<file path="src/qlsf_pkg.sv">
// ----------------------------------------------------------------------------
// qlsf_pkg
// Shared types, widths and the solver microcode for the quadratic fit block.
// ----------------------------------------------------------------------------
package qlsf_pkg;

  localparam int X_W            = 10;
  localparam int Y_W            = 9;
  localparam int COEF_W         = 48;
  localparam int USED_W         = 11;
  localparam int FRAC_BITS      = 24;
  localparam int MAX_POINTS_DEF = 1024;
  localparam int QUEUE_DEPTH    = 4;

  localparam int X2_W  = 2 * X_W;
  localparam int X3_W  = 3 * X_W;
  localparam int X4_W  = 4 * X_W;
  localparam int XY_W  = X_W + Y_W;
  localparam int X2Y_W = 2 * X_W + Y_W;

  // One classified point with its powers, as it travels through the queue.
  typedef struct packed {
    logic [X_W-1:0]   x;
    logic [Y_W-1:0]   y;
    logic [X2_W-1:0]  x2;
    logic [XY_W-1:0]  xy;
    logic [X3_W-1:0]  x3;
    logic [X4_W-1:0]  x4;
    logic [X2Y_W-1:0] x2y;
    logic             keep;
    logic             last;
  } qlsf_item_t;

  typedef struct packed {
    logic signed [COEF_W-1:0] coef_const;
    logic signed [COEF_W-1:0] coef_linear;
    logic signed [COEF_W-1:0] coef_square;
    logic                     fit_valid;
    logic [USED_W-1:0]        points_used;
  } qlsf_fit_t;

  typedef struct packed {
    logic start;
    logic neg;
  } qlsf_div_req_t;

  typedef struct packed {
    logic                     done;
    logic signed [COEF_W-1:0] coef;
  } qlsf_div_rsp_t;

  // Operand sources for the serial multiply-accumulate unit.
  typedef enum logic [3:0] {
    SRC_S0, SRC_S1, SRC_S2, SRC_S3, SRC_S4,
    SRC_T0, SRC_T1, SRC_T2,
    SRC_A00, SRC_A01, SRC_A02, SRC_A11, SRC_A12, SRC_A22,
    SRC_DET
  } qlsf_src_t;

  typedef enum logic [3:0] {
    DST_NONE,
    DST_A00, DST_A01, DST_A02, DST_A11, DST_A12, DST_A22,
    DST_DET,
    DST_N0, DST_N1, DST_N2
  } qlsf_dst_t;

  typedef struct packed {
    qlsf_src_t a_sel;
    qlsf_src_t b_sel;
    logic      sub;
    logic      first;
    qlsf_dst_t dst;
  } qlsf_uop_t;

  localparam int UOP_COUNT = 24;
  localparam int UOP_IDX_W = $clog2(UOP_COUNT);
  localparam logic [UOP_IDX_W-1:0] UOP_DET_LAST = UOP_IDX_W'(14);
  localparam logic [UOP_IDX_W-1:0] UOP_FINAL    = UOP_IDX_W'(UOP_COUNT - 1);

  function automatic qlsf_uop_t mk_uop(input qlsf_src_t a, input qlsf_src_t b,
                                       input logic sub, input logic first,
                                       input qlsf_dst_t dst);
    qlsf_uop_t u;
    u.a_sel = a;
    u.b_sel = b;
    u.sub   = sub;
    u.first = first;
    u.dst   = dst;
    return u;
  endfunction

  // Cofactors of the normal matrix, its determinant, then the three
  // numerators. The B operand is always an unsigned power sum.
  function automatic qlsf_uop_t qlsf_uop(input logic [UOP_IDX_W-1:0] idx);
    qlsf_uop_t u;
    unique case (idx)
      5'd0:    u = mk_uop(SRC_S4,  SRC_S2, 1'b0, 1'b1, DST_NONE);
      5'd1:    u = mk_uop(SRC_S3,  SRC_S3, 1'b1, 1'b0, DST_A00);
      5'd2:    u = mk_uop(SRC_S3,  SRC_S2, 1'b0, 1'b1, DST_NONE);
      5'd3:    u = mk_uop(SRC_S4,  SRC_S1, 1'b1, 1'b0, DST_A01);
      5'd4:    u = mk_uop(SRC_S3,  SRC_S1, 1'b0, 1'b1, DST_NONE);
      5'd5:    u = mk_uop(SRC_S2,  SRC_S2, 1'b1, 1'b0, DST_A02);
      5'd6:    u = mk_uop(SRC_S4,  SRC_S0, 1'b0, 1'b1, DST_NONE);
      5'd7:    u = mk_uop(SRC_S2,  SRC_S2, 1'b1, 1'b0, DST_A11);
      5'd8:    u = mk_uop(SRC_S2,  SRC_S1, 1'b0, 1'b1, DST_NONE);
      5'd9:    u = mk_uop(SRC_S3,  SRC_S0, 1'b1, 1'b0, DST_A12);
      5'd10:   u = mk_uop(SRC_S2,  SRC_S0, 1'b0, 1'b1, DST_NONE);
      5'd11:   u = mk_uop(SRC_S1,  SRC_S1, 1'b1, 1'b0, DST_A22);
      5'd12:   u = mk_uop(SRC_A00, SRC_S0, 1'b0, 1'b1, DST_NONE);
      5'd13:   u = mk_uop(SRC_A01, SRC_S1, 1'b0, 1'b0, DST_NONE);
      5'd14:   u = mk_uop(SRC_A02, SRC_S2, 1'b0, 1'b0, DST_DET);
      5'd15:   u = mk_uop(SRC_A00, SRC_T0, 1'b0, 1'b1, DST_NONE);
      5'd16:   u = mk_uop(SRC_A01, SRC_T1, 1'b0, 1'b0, DST_NONE);
      5'd17:   u = mk_uop(SRC_A02, SRC_T2, 1'b0, 1'b0, DST_N0);
      5'd18:   u = mk_uop(SRC_A01, SRC_T0, 1'b0, 1'b1, DST_NONE);
      5'd19:   u = mk_uop(SRC_A11, SRC_T1, 1'b0, 1'b0, DST_NONE);
      5'd20:   u = mk_uop(SRC_A12, SRC_T2, 1'b0, 1'b0, DST_N1);
      5'd21:   u = mk_uop(SRC_A02, SRC_T0, 1'b0, 1'b1, DST_NONE);
      5'd22:   u = mk_uop(SRC_A12, SRC_T1, 1'b0, 1'b0, DST_NONE);
      5'd23:   u = mk_uop(SRC_A22, SRC_T2, 1'b0, 1'b0, DST_N2);
      default: u = mk_uop(SRC_S0,  SRC_S0, 1'b0, 1'b1, DST_NONE);
    endcase
    return u;
  endfunction

endpackage

</file>
<file path="src/qlsf_queue.sv">
// ----------------------------------------------------------------------------
// qlsf_queue
// Short FIFO between the front and the back.
// ----------------------------------------------------------------------------
module qlsf_queue (
  input  logic                 clk,
  input  logic                 rst,
  input  logic                 in_valid,
  output logic                 in_ready,
  input  qlsf_pkg::qlsf_item_t in_item,
  output logic                 out_valid,
  input  logic                 out_ready,
  output qlsf_pkg::qlsf_item_t out_item
);
  import qlsf_pkg::*;

  localparam int PTR_W = $clog2(QUEUE_DEPTH);

  qlsf_item_t       mem [QUEUE_DEPTH];
  logic [PTR_W-1:0] wr_ptr;
  logic [PTR_W-1:0] rd_ptr;
  logic [PTR_W:0]   fill;
  logic             push;
  logic             pop;

  assign in_ready  = fill != (PTR_W + 1)'(QUEUE_DEPTH);
  assign out_valid = fill != '0;
  assign push      = in_valid && in_ready;
  assign pop       = out_valid && out_ready;
  assign out_item  = mem[rd_ptr];

  always_ff @(posedge clk) begin
    if (rst) begin
      wr_ptr <= '0;
      rd_ptr <= '0;
      fill   <= '0;
    end else begin
      if (push) begin
        wr_ptr <= wr_ptr + 1'b1;
      end
      if (pop) begin
        rd_ptr <= rd_ptr + 1'b1;
      end
      if (push && !pop) begin
        fill <= fill + 1'b1;
      end else if (pop && !push) begin
        fill <= fill - 1'b1;
      end
    end
  end

  always_ff @(posedge clk) begin
    if (push) begin
      mem[wr_ptr] <= in_item;
    end
  end

endmodule

</file>
<file path="config.mk">
export PLATFORM = sky130hd
export DESIGN_NAME = qlsf_queue
export DESIGN_NICKNAME = d
export VERILOG_FILES = /design/src/qlsf_pkg.sv /design/src/qlsf_queue.sv
export SDC_FILE = /design/constraint.sdc
export NUM_CORES = 1
export LEC_CHECK = 0
export ABC_AREA = 0
export BUFFER_PORTS_ARGS = -buffer_cell sky130_fd_sc_hd__buf_2
export CELL_PAD_IN_SITES_DETAIL_PLACEMENT = 1
export CELL_PAD_IN_SITES_GLOBAL_PLACEMENT = 1
export CORE_MARGIN = 5
export CORE_UTILIZATION = 56
export CTS_BUF_LIST = sky130_fd_sc_hd__clkbuf_2
export DETAILED_ROUTE_END_ITERATION = 8
export PLACE_DENSITY_LB_ADDON = 0.1
export SYNTH_ARGS = -nofsm -noshare
export SYNTH_HDL_FRONTEND = slang
export SYNTH_SLANG_ARGS = --single-unit
</file>
<file path="constraint.sdc">
create_clock -name clk -period 9.5 [get_ports clk]
set_input_delay 1.9 -clock clk [delete_from_list [all_inputs] [get_ports clk]]
set_output_delay 1.9 -clock clk [all_outputs]
set_load 0.02 [all_outputs]
</file>
== Yosys cells after proc, flatten, opt, wreduce, memory -nomap -nowiden ==
Memory sizes are Yosys's and may differ from the RTL's. A register that Yosys moved wholly into a read port is not among the register bits.
Cells that the tools add are included.

* Latch bits: 0
* Memories: 1
* Bits in read-only memories: 0
* Memory bits (writable): 636
* Input bits: 163
* Word-level logic and storage cells: 23
* Register bits after elaboration: 7
* Output and inout bits: 161

* Add/sub/neg operators: 4
* Equal/unequal tests: 1
* Divide/modulo/power cells: 0
* Multipliers: 0
* Order comparisons: 0
* Bitwise logic cells: 0
* Multiplexer cells: 6
* Reductions and logical operators: 8
* Shift operators: 0

{| class="wikitable"
|+ Memory list
! memory !! depth !! bits a word !! read ports !! clocked after memory_dff !! wr ports !! line !! text
|-
| mem || 4 || 159 || 1 || 1 || 1 || qlsf_queue.sv:19 || <nowiki>qlsf_item_t mem [QUEUE_DEPTH];</nowiki>
|}

{| class="wikitable"
|+ Operators with widths
! kind !! count
|-
| $mux 3 || 2
|-
| $add 2x1->2 const B || 2
|-
| $logic_and 1x1->1 || 4
|-
| $mux 2 || 2
|-
| $add 3x1->3 const B || 1
|-
| $ne 3x3->1 const B || 1
|-
| $reduce_bool 3->1 || 1
|-
| $sub 3x1->3 const B || 1
|-
| $logic_not 1->1 || 2
|-
| $mux 1 || 2
|-
| $reduce_bool 2->1 || 1
|}

== Longest topological paths before layout ==
Gate-level depths: netlist of the first run.

* Depth after elaboration: 6
* Gate-level depth with buffers: 8
* Mapped depth without buffers: 8

== Worst setup path before layout of the first run ==
No wires, ideal clock.

* Path kind: in2reg
* From: input port in_valid
* To: memory mem[0][0] in the netlist's numbering (enable)
* Library setup time: 0.538 ns
* Required time: 8.962 ns
* Buffers on the path: 0
* Path slack: 3.118 ns
* Stages on the path: 2
* Data arrival time: 5.844 ns
* Path through: a21boi_2 > and2_1

* Cells in the longest elaborated chain, start to end: 3

{| class="wikitable"
|+ RTL lines
! what !! line !! text
|-
| start, declared || qlsf_queue.sv:8 || <nowiki>input logic in_valid,</nowiki>
|-
| $logic_and 1x1->1 || qlsf_queue.sv:28 || <nowiki>assign push = in_valid && in_ready;</nowiki>
|-
| $mux 1 || qlsf_queue.sv:53 || <nowiki>if (push) begin</nowiki>
|-
| $mux 1 (implied by the code) || qlsf_queue.sv:54 || <nowiki>mem[wr_ptr] <= in_item;</nowiki>
|-
| end, declared || qlsf_queue.sv:19 ||
|}

No other way between the ends.

==> flow_summary.toml, run 1 <==
[route]
drc = 0
first_pass_iters = 5
antenna_left = 0
post_drt_wl_per_cell_um = 25.07
routed-via-count = 11080
drt-initial-drc-count = 778
avgViaCountPerCell = 5.527
wirelength_um = 50240

[cells_and_area]
area_growth_pct = 15.42
drive_above_1_share_pct = 50.82
fin_util_pct = 64.84
final_cells = 2004
stdcell_area_mm2 = 0.02702
nets = 1508

[placement]
placed_cells = 1716
gp_congestion = 0.7390
port_buffers = 323
dp_slack_ps = 4889
dpl-instance-area_mm2 = 0.02555
dp.final_hpwl_um = 31360

[timing]
setup_viol = 0
slew_violations = 0
fin_skew_ps = 57.68
finalHoldViolCount = 0
setup_ws_ps = 3844
finalSetupTns_ps = 0
worst_slew_pin_slew_ps = 1041
rsz0062_at_grt = "false"
fmax_mhz = 176.8
slew_headroom_pct = 30.57
hold_ws_ps = 551.7
min_period_ps = 5656
fin_crit_sh_pct = 59.53

[global_routing]
antenna_found_initial = 21
track_usage_pct = 22.68
grt_first_pass_wirelength_um = 77600
grt_max_degree = 81
grt_pass1_vias = 12600
grt_overflow_total = 0

[logic_synthesis]
synth_compound_area_share_pct = 0.1604
async_reset_ff_share_pct = 0
synth_mux_area_share_pct = 15.43
syn_inst = 879
ys.flop_type = "edfxtp_1"
synth_cell_types = 22
synth_top_family_by_area = "multiplexers"
syn_area_mm2 = 0.02341
synthesis.nets = 1048
synth-xor-area-share_pct = 0.1497
synth_edf_count = 636
yosys.area_share.adder_pct = 0.3528
yosys_warnings = 0
synth_simple_gate_area_share_pct = 0.3582
avgSynthCellArea_um2 = 26.63
ys_seq_area_share_pct = 82.36
ys_ff_latch = 645

[critical_path]
worstPathCellList = "buf_4 > mux4_2 > buf_2"
worstSetupPathType = "flip-flop to output port"
worst-path-max-fanout = 41
cp_num_buf_inv = 2
required_ps = 7600
crit_family = "buffers and inverters"
crit_path_top_delay_cell = "dfxtp_4"
max_stage_delay_ps = 910
endpoint_kind = "output port"
cp.arrival_ps = 3760
cp-start-kind = "flip-flop"

[cts]
path_clk_slew_ps = 90
post_cts_buffers = 0
clock_insertion_delay_worst_skew_ps = 1240
cts_hold_buf = 0
cts_tree = "built"
cts.path.max_buffers = 3
cts-root-buf = "clkbuf_2"
h-tree-depth = 4
cts_buffers = 160
post_cts_resized = 0
cts.sinks = 645

[outcome]
status = "finished, final reports clean"

[die]
die_w_um = 214.4
core_mm2 = 0.04167
die_area_mm2 = 0.04598
rows = 75
fp.dieH_um = 214.4
start_util_pct = 56.18
io-pin-count = 324

[power_and_ir_drop]
ir_worst_vdd_mv = 0.1774
p_leak_nw = 9.301
powerDensity_mw_per_mm2 = 270.4
power.total_mw = 7.306

[min_path]
hold_class = "flip-flop to flip-flop"

[job]
drv_cap = 0
## sequential cells by signal (all words and copies together), names as in the netlist, named ones only
| name | count |
|---|---|
| wr_ptr | 2 |
| rd_ptr | 2 |
| mem | 636 |
| fill | 3 |
## synth_stat cells, drive strengths merged, types with 2 or more instances
cell | instances | area share (%)
and2 | 4 | 0.11
buf | 31 | 1.0
clkbuf | 6 | 0.096
dfxtp | 9 | 0.77
edfxtp | 636 | 82
ha | 5 | 0.27
inv | 3 | 0.048
mux2i | 2 | 0.086
mux4 | 159 | 15
nand2b | 2 | 0.053
nor2 | 8 | 0.13
or3 | 2 | 0.053
xor2 | 4 | 0.15
## cell families after synthesis
| group | Yosys count |
|---|---|
| AOI/OAI and AO/OA | 5 |
| xor gates and xnor gates | 4 |
| adders and majority gates | 6 |
| buffers and inverters | 40 |
| DFF | 645 |
| muxes | 162 |
| and+or+nand+nor | 17 |
## worst min-delay path: cells and delay by family, from the launching register on
kind | cells | cell delay [ps]
and+or+nand+nor | 1 | 90
DFF | 1 | 360
muxes | 1 | 60
## routing by layer
layer  vias to the layer above  global-route usage (%)  share of wire [%]
met4                        24                   7.666                1.6
met3                        78                   9.092                7.8
met1                      5759                   28.06                 38
met2                       377                   37.08                 52
met5                         -                       0               0.31
li1                       4838                       -                  -
## worst paths after layout
| kind | start | to | slack (ps) | cells after the start |
|---|---|---|---|---|
| setup / recovery | flip-flop | out_item[106] | 3840 | 3 |
| hold / removal | wr_ptr[1]$_SDFFE_PP0P_ | wr_ptr[1]$_SDFFE_PP0P_ | 550 | 2 |
| setup reg to reg | fill[0]$_SDFFE_PP0P_ | mem[0][92]$_DFFE_PP_ | 6340 | 4 |
| hold reg to reg | wr_ptr[1]$_SDFFE_PP0P_ | wr_ptr[1]$_SDFFE_PP0P_ | 550 | 2 |
## placed cells by master, fill, tap and decap left out
| master | instances |
|---|---|
| clkinv_1 | 41 |
| inv_1 | 3 |
| mux2_2 | 1 |
| clkinv_2 | 3 |
| buf_12 | 1 |
| buf_2 | 323 |
| xor2_1 | 4 |
| and2_4 | 4 |
| o31ai_1 | 1 |
| ha_1 | 5 |
| nand2b_1 | 2 |
| mux2i_1 | 2 |
| dfxtp_4 | 2 |
| clkbuf_2 | 222 |
| nand2_1 | 1 |
| fa_1 | 1 |
| a21oi_1 | 1 |
| a21boi_2 | 1 |
| inv_2 | 7 |
| mux4_2 | 159 |
| o311ai_0 | 1 |
| dfxtp_1 | 7 |
| o21ai_0 | 1 |
| edfxtp_1 | 636 |
| or3_1 | 2 |
| diode_2 | 9 |
| buf_4 | 11 |
| nor2_1 | 8 |
| clkinvlp_4 | 2 |
| bufinv_16 | 4 |
## cell type report
type / instances / area (µm²)
tap: 539 / 674.4
fill: 3541 / 14650
inverter: 3 / 11.26
clock buffer: 222 / 1111
sequential: 645 / 19290
multi-input combinational: 194 / 3861
antenna: 9 / 22.52
clock inverter: 57 / 330.3
timing repair buffer: 335 / 1719
## where the power goes
part           internal [mW]  switching, mW  total [mW]
clock network          0.740           1.05        1.79
registers               3.45          0.135        3.59
logic                  0.783           1.14        1.93
total                   4.98           2.33        7.31
No activity file was read; power rests on OpenSTA's default activity.
==> run 2, diff against run 1 <==
--- a/config.mk
+++ b/config.mk
@@ -10,7 +10,7 @@
 export CELL_PAD_IN_SITES_DETAIL_PLACEMENT = 1
 export CELL_PAD_IN_SITES_GLOBAL_PLACEMENT = 1
 export CORE_MARGIN = 5
-export CORE_UTILIZATION = 56
+export CORE_UTILIZATION = 47
 export CTS_BUF_LIST = sky130_fd_sc_hd__clkbuf_2
 export DETAILED_ROUTE_END_ITERATION = 8
 export PLACE_DENSITY_LB_ADDON = 0.1
==> constraint.sdc (replaced) <==
create_clock -name clk -period 5 [get_ports clk]
set_input_delay 1 -clock clk [delete_from_list [all_inputs] [get_ports clk]]
set_output_delay 1 -clock clk [all_outputs]
set_load 0.02 [all_outputs]
==> flow_summary.toml, run 2 (synthesis gave the netlist of run 1 again) <==
[cts]
cts-root-buf = "clkbuf_2"
clock_insertion_delay_worst_skew_ps = 1230
cts.path.max_buffers = 3
cts.sinks = 645
path_clk_slew_ps = 90
cts_tree = "built"
cts_buffers = 161
h-tree-depth = 4

[route]
avgViaCountPerCell = 5.082
drt-initial-drc-count = 673
antenna_left = 0
routed-via-count = 11660
wirelength_um = 51350
post_drt_wl_per_cell_um = 22.37
first_pass_iters = 4
drc = 0

[global_routing]
grt_max_degree = 84
grt_overflow_total = 0
grt_pass1_vias = 13190
track_usage_pct = 19.45
antenna_found_initial = 7
grt_first_pass_wirelength_um = 78740

[cells_and_area]
largest_reg_flops = 636
nets = 1678
final_cell_mix = "edfxtp_1 (636), buf_2 (323), clkbuf_2 (232), dlygate4sd3_1 (163), mux4_2 (159)"
regMostFlops = "mem"
final_common_cell = "edfxtp_1"
seq_area_mm2 = 0.01929
largestRegisters = "mem x636, fill x3"
area_growth_pct = 23.60
drive_above_1_share_pct = 46.40
multi_input_area_mm2 = 0.003861
n_fill_cell = 4378

[timing]
worst_slew_pin_slew_ps = 908.4
slew_headroom_pct = 39.44
setup_viol = 0
finalHoldViolCount = 0
slew_violations = 0
fmax_mhz = 234.0
finalSetupTns_ps = 0
fin_skew_ps = 47.34
fin_crit_sh_pct = 85.47
rsz0062_at_grt = "false"
min_period_ps = 4274

[power_and_ir_drop]
p_leak_nw = 10.05
power.total_mw = 14.00
ir_worst_vdd_mv = 0.2940
powerDensity_mw_per_mm2 = 484.0

[die]
die_area_mm2 = 0.05436
rows = 81
start_util_pct = 47.62
io-pin-count = 324
fp.dieH_um = 233.2
core_mm2 = 0.04915
die_w_um = 233.2

[critical_path]
worst-path-max-fanout = 57
reg2reg_slack_ps = 2480
cp-start-kind = "flip-flop"
endpoint_kind = "output port"
required_ps = 4000
worstSetupPathType = "flip-flop to output port"
cp.arrival_ps = 3270

[outcome]
status = "finished, final reports clean"

[min_path]
hold_class = "input port to flip-flop"

[job]
drv_cap = 0

[placement]
port_buffers = 323
gp_congestion = 0.7104
dp.final_hpwl_um = 30400
[run 2: cell count changes in the layout (fill, tap and decap cells not counted), moves of 3 or more]
cell / before / now
dlygate4sd3_1: 0 / 163
buf_12: 1 / 11
clkbuf_2: 222 / 232
clkinv_1: 41 / 33
buf_4: 11 / 7
diode_2: 9 / 6
[run 2: worst paths after layout]
kind / from / endpoint / cells past startpoint
max reg2reg: fill[0]$_SDFFE_PP0P_ / mem[3][101]$_DFFE_PP_ / 4
min reg2reg: rd_ptr[1]$_SDFFE_PP0P_ / rd_ptr[1]$_SDFFE_PP0P_ / 2
min: in_item[11] / mem[3][11]$_DFFE_PP_ / 2
max: flip-flop / out_item[62] / 3
[run 2: final cells by class]
cell class,count,share of cell area [%]
diodes,6,0.05190
clock buffers,232,4.014
clock inverters,47,0.8391
inverters,3,0.03893
multi-input cells,194,13.35
flip-flops and latches,645,66.67
well taps,664,2.872
repair buffers,504,12.17
[run 2: where the power goes]
| part | total (mW) | switching (mW) | internal [mW] |
|---|---|---|---|
| clock | 3.36 | 2.01 | 1.34 |
| sequential | 6.74 | 0.188 | 6.55 |
| combinational | 3.91 | 2.27 | 1.63 |
| total | 14.0 | 4.48 | 9.53 |
[run 2: critical path, cell delays in order, from the launching register on]
cell and delay, ps:
dfxtp_4 930, buf_12 380, mux4_2 420, buf_2 190
[run 2: per-stage QoR]
stage | instance area [µm²] | worst slack, ps | hold WS, ps | util, % | instances
after floorplan | 23410 | 1289 | 482.0 | - | 879
after global placement | 25880 | 1961 | 502.6 | 52.65 | 1847
after detailed placement | 25880 | 1929 | 517.1 | 52.65 | 1847
after CTS | 28910 | 430.4 | 240.2 | 58.82 | 2289
after global routing | 28930 | 427.8 | 298.5 | 58.85 | 2294
final | 28930 | 726.3 | 496.5 | 58.85 | 2295
[run 2: metal layers]
layer	share of wire [%]	GRT usage [%]
met4	2.0	6.978
met3	7.7	7.731
met5	0.053	0
met1	40	24.33
met2	50	31.13
[run 2: what timing repair did]
item	4_1_cts	5_1_grt
setup buffers	0	0
hold endpoints to repair	645	0
hold buffers	163	0
gates resized for setup	0	0
==> run 3, diff against run 2 <==
--- a/config.mk
+++ b/config.mk
@@ -7,13 +7,12 @@
 export LEC_CHECK = 0
 export ABC_AREA = 0
 export BUFFER_PORTS_ARGS = -buffer_cell sky130_fd_sc_hd__buf_2
-export CELL_PAD_IN_SITES_DETAIL_PLACEMENT = 1
-export CELL_PAD_IN_SITES_GLOBAL_PLACEMENT = 1
+export CORE_ASPECT_RATIO = 1.4
 export CORE_MARGIN = 5
-export CORE_UTILIZATION = 47
+export CORE_UTILIZATION = 53
 export CTS_BUF_LIST = sky130_fd_sc_hd__clkbuf_2
 export DETAILED_ROUTE_END_ITERATION = 8
-export PLACE_DENSITY_LB_ADDON = 0.1
+export PLACE_DENSITY = 0.77
 export SYNTH_ARGS = -nofsm -noshare
 export SYNTH_HDL_FRONTEND = slang
 export SYNTH_SLANG_ARGS = --single-unit
==> flow_summary.toml, run 3 (synthesis gave the netlist of run 1 again) <==
[outcome]
status = "finished, final reports clean"

[global_routing]
grt_max_degree = 160
grt_overflow_total = 0
track_usage_pct = 20.57
antenna_found_initial = 9
grt_first_pass_wirelength_um = 75150
grt_pass1_vias = 12900

[placement]
dp_slack_ps = 1923
gp_congestion = 0.7442
dp.final_hpwl_um = 27940
port_buffers = 323

[timing]
finalSetupTns_ps = 0
setup_ws_ps = 958.9
worst_slew_pin_slew_ps = 1033
fmax_mhz = 247.5
slew_violations = 0
rsz0062_at_grt = "false"
min_period_ps = 4041
fin_skew_ps = 48.62
hold_ws_ps = 194.9
fin_crit_sh_pct = 80.82
slew_headroom_pct = 31.16
setup_viol = 0
finalHoldViolCount = 0

[critical_path]
worstSetupPathType = "flip-flop to output port"
endpoint_kind = "output port"
timing.rr.start = "fill[0]$_SDFFE_PP0P_"
rr_endpoint = "mem[3][47]$_DFFE_PP_"
setup.worst_path.end = "out_item[17]"
worst-path-max-fanout = 68
ff2ff_path_depth = 4
reg2reg_slack_ps = 2440
required_ps = 4000
cp.arrival_ps = 3040
cp-start-kind = "flip-flop"

[die]
die_w_um = 187.6
start_util_pct = 53.40
io-pin-count = 324
fp.dieH_um = 258.7
rows = 91
core_mm2 = 0.04384
die_area_mm2 = 0.04853

[route]
post_drt_wl_per_cell_um = 22.88
routed-via-count = 11600
first_pass_iters = 5
drt-initial-drc-count = 714
antenna_left = 0
wirelength_um = 49140
drc = 0
avgViaCountPerCell = 5.399

[cells_and_area]
area_growth_pct = 22.27
regMostFlops = "mem"
largestRegisters = "mem x636, fill x3"
largest_reg_flops = 636
final_common_cell = "edfxtp_1"
final_cell_mix = "edfxtp_1 (636), buf_2 (323), clkbuf_2 (213), mux4_2 (159), dlygate4sd3_1 (153)"
drive_above_1_share_pct = 46.09
nets = 1651

[power_and_ir_drop]
power.total_mw = 13.87
powerDensity_mw_per_mm2 = 484.6
ir_worst_vdd_mv = 0.4712
p_leak_nw = 9.928

[cts]
cts-root-buf = "clkbuf_2"
h-tree-depth = 4
cts_buffers = 146
cts.sinks = 645
cts_tree = "built"
path_clk_slew_ps = 110
cts.path.max_buffers = 3
post_cts_resized = 0
clock_insertion_delay_worst_skew_ps = 1100

[min_path]
hold_class = "input port to flip-flop"

[job]
drv_cap = 0
-- run 3: cell types whose count changed in the layout (fill, tap and decap cells not counted), sizes merged --
cell / delta
clkbuf: -19
dlygate4sd3: -10
clkinv: -7
inv: -5
bufinv: +3
buf: -2
clkinvlp: -1
-- run 3: routing by layer --
metal | up-vias | wire, µm | track usage (%)
met3 | 102 | 2828 | 5.686
met1 | 5945 | 17190 | 23.34
li1 | 5122 | - | -
met2 | 422 | 27310 | 36.03
met4 | 6 | 1770 | 10.18
met5 | - | 40 | 0
-- run 3: cell type report --
cell class / count / area (µm²)
antenna: 6 / 15.01
timing repair buffer: 492 / 3406
inverter: 3 / 11.26
multi-input combinational: 194 / 3861
tap: 558 / 698.2
clock inverter: 37 / 276.5
fill: 2817 / 15220
clock buffer: 213 / 1066
sequential: 645 / 19290
-- run 3: worst min-delay path by stage --
stage	endpoint	start	cells after the start	slack (ps)
2_1_floorplan	wr_ptr[1]$_SDFFE_PP0P_	wr_ptr[1]$_SDFFE_PP0P_	2	480
3_3_place_gp	wr_ptr[1]$_SDFFE_PP0P_	wr_ptr[1]$_SDFFE_PP0P_	2	500
3_5_place_dp	wr_ptr[1]$_SDFFE_PP0P_	wr_ptr[1]$_SDFFE_PP0P_	2	510
4_1_cts	mem[1][37]$_DFFE_PP_	in_item[37]	1	0.4
5_1_grt	mem[3][37]$_DFFE_PP_	in_item[37]	1	30
6_report	mem[3][37]$_DFFE_PP_	in_item[37]	1	190
-- run 3: where the power goes --
| group | internal, mW | switching, mW |
|---|---|---|
| Combinational | 1.61 | 2.23 |
| Sequential | 6.56 | 0.207 |
| Clock | 1.39 | 1.88 |
-- run 3: what timing repair did --
item | in CTS | in global routing
setup buffers | 0 | 0
hold endpoints to repair | 591 | 0
hold buffers | 153 | 0
-- run 3: worst max-delay path, cell delays in order, from the launching register on --
cell and delay [ps]:
dfxtp_4 800, buf_12 440, mux4_2 400, buf_2 180
-- run 3: metrics by stage --
step                cell area, µm²  cells  util (%)
floorplan                    23410    879         -
global placement             25730   1739     58.70
detailed placement           25730   1739     58.70
CTS                          28600   2142     65.25
global route                 28620   2148     65.29
finish                       28620   2148     65.29
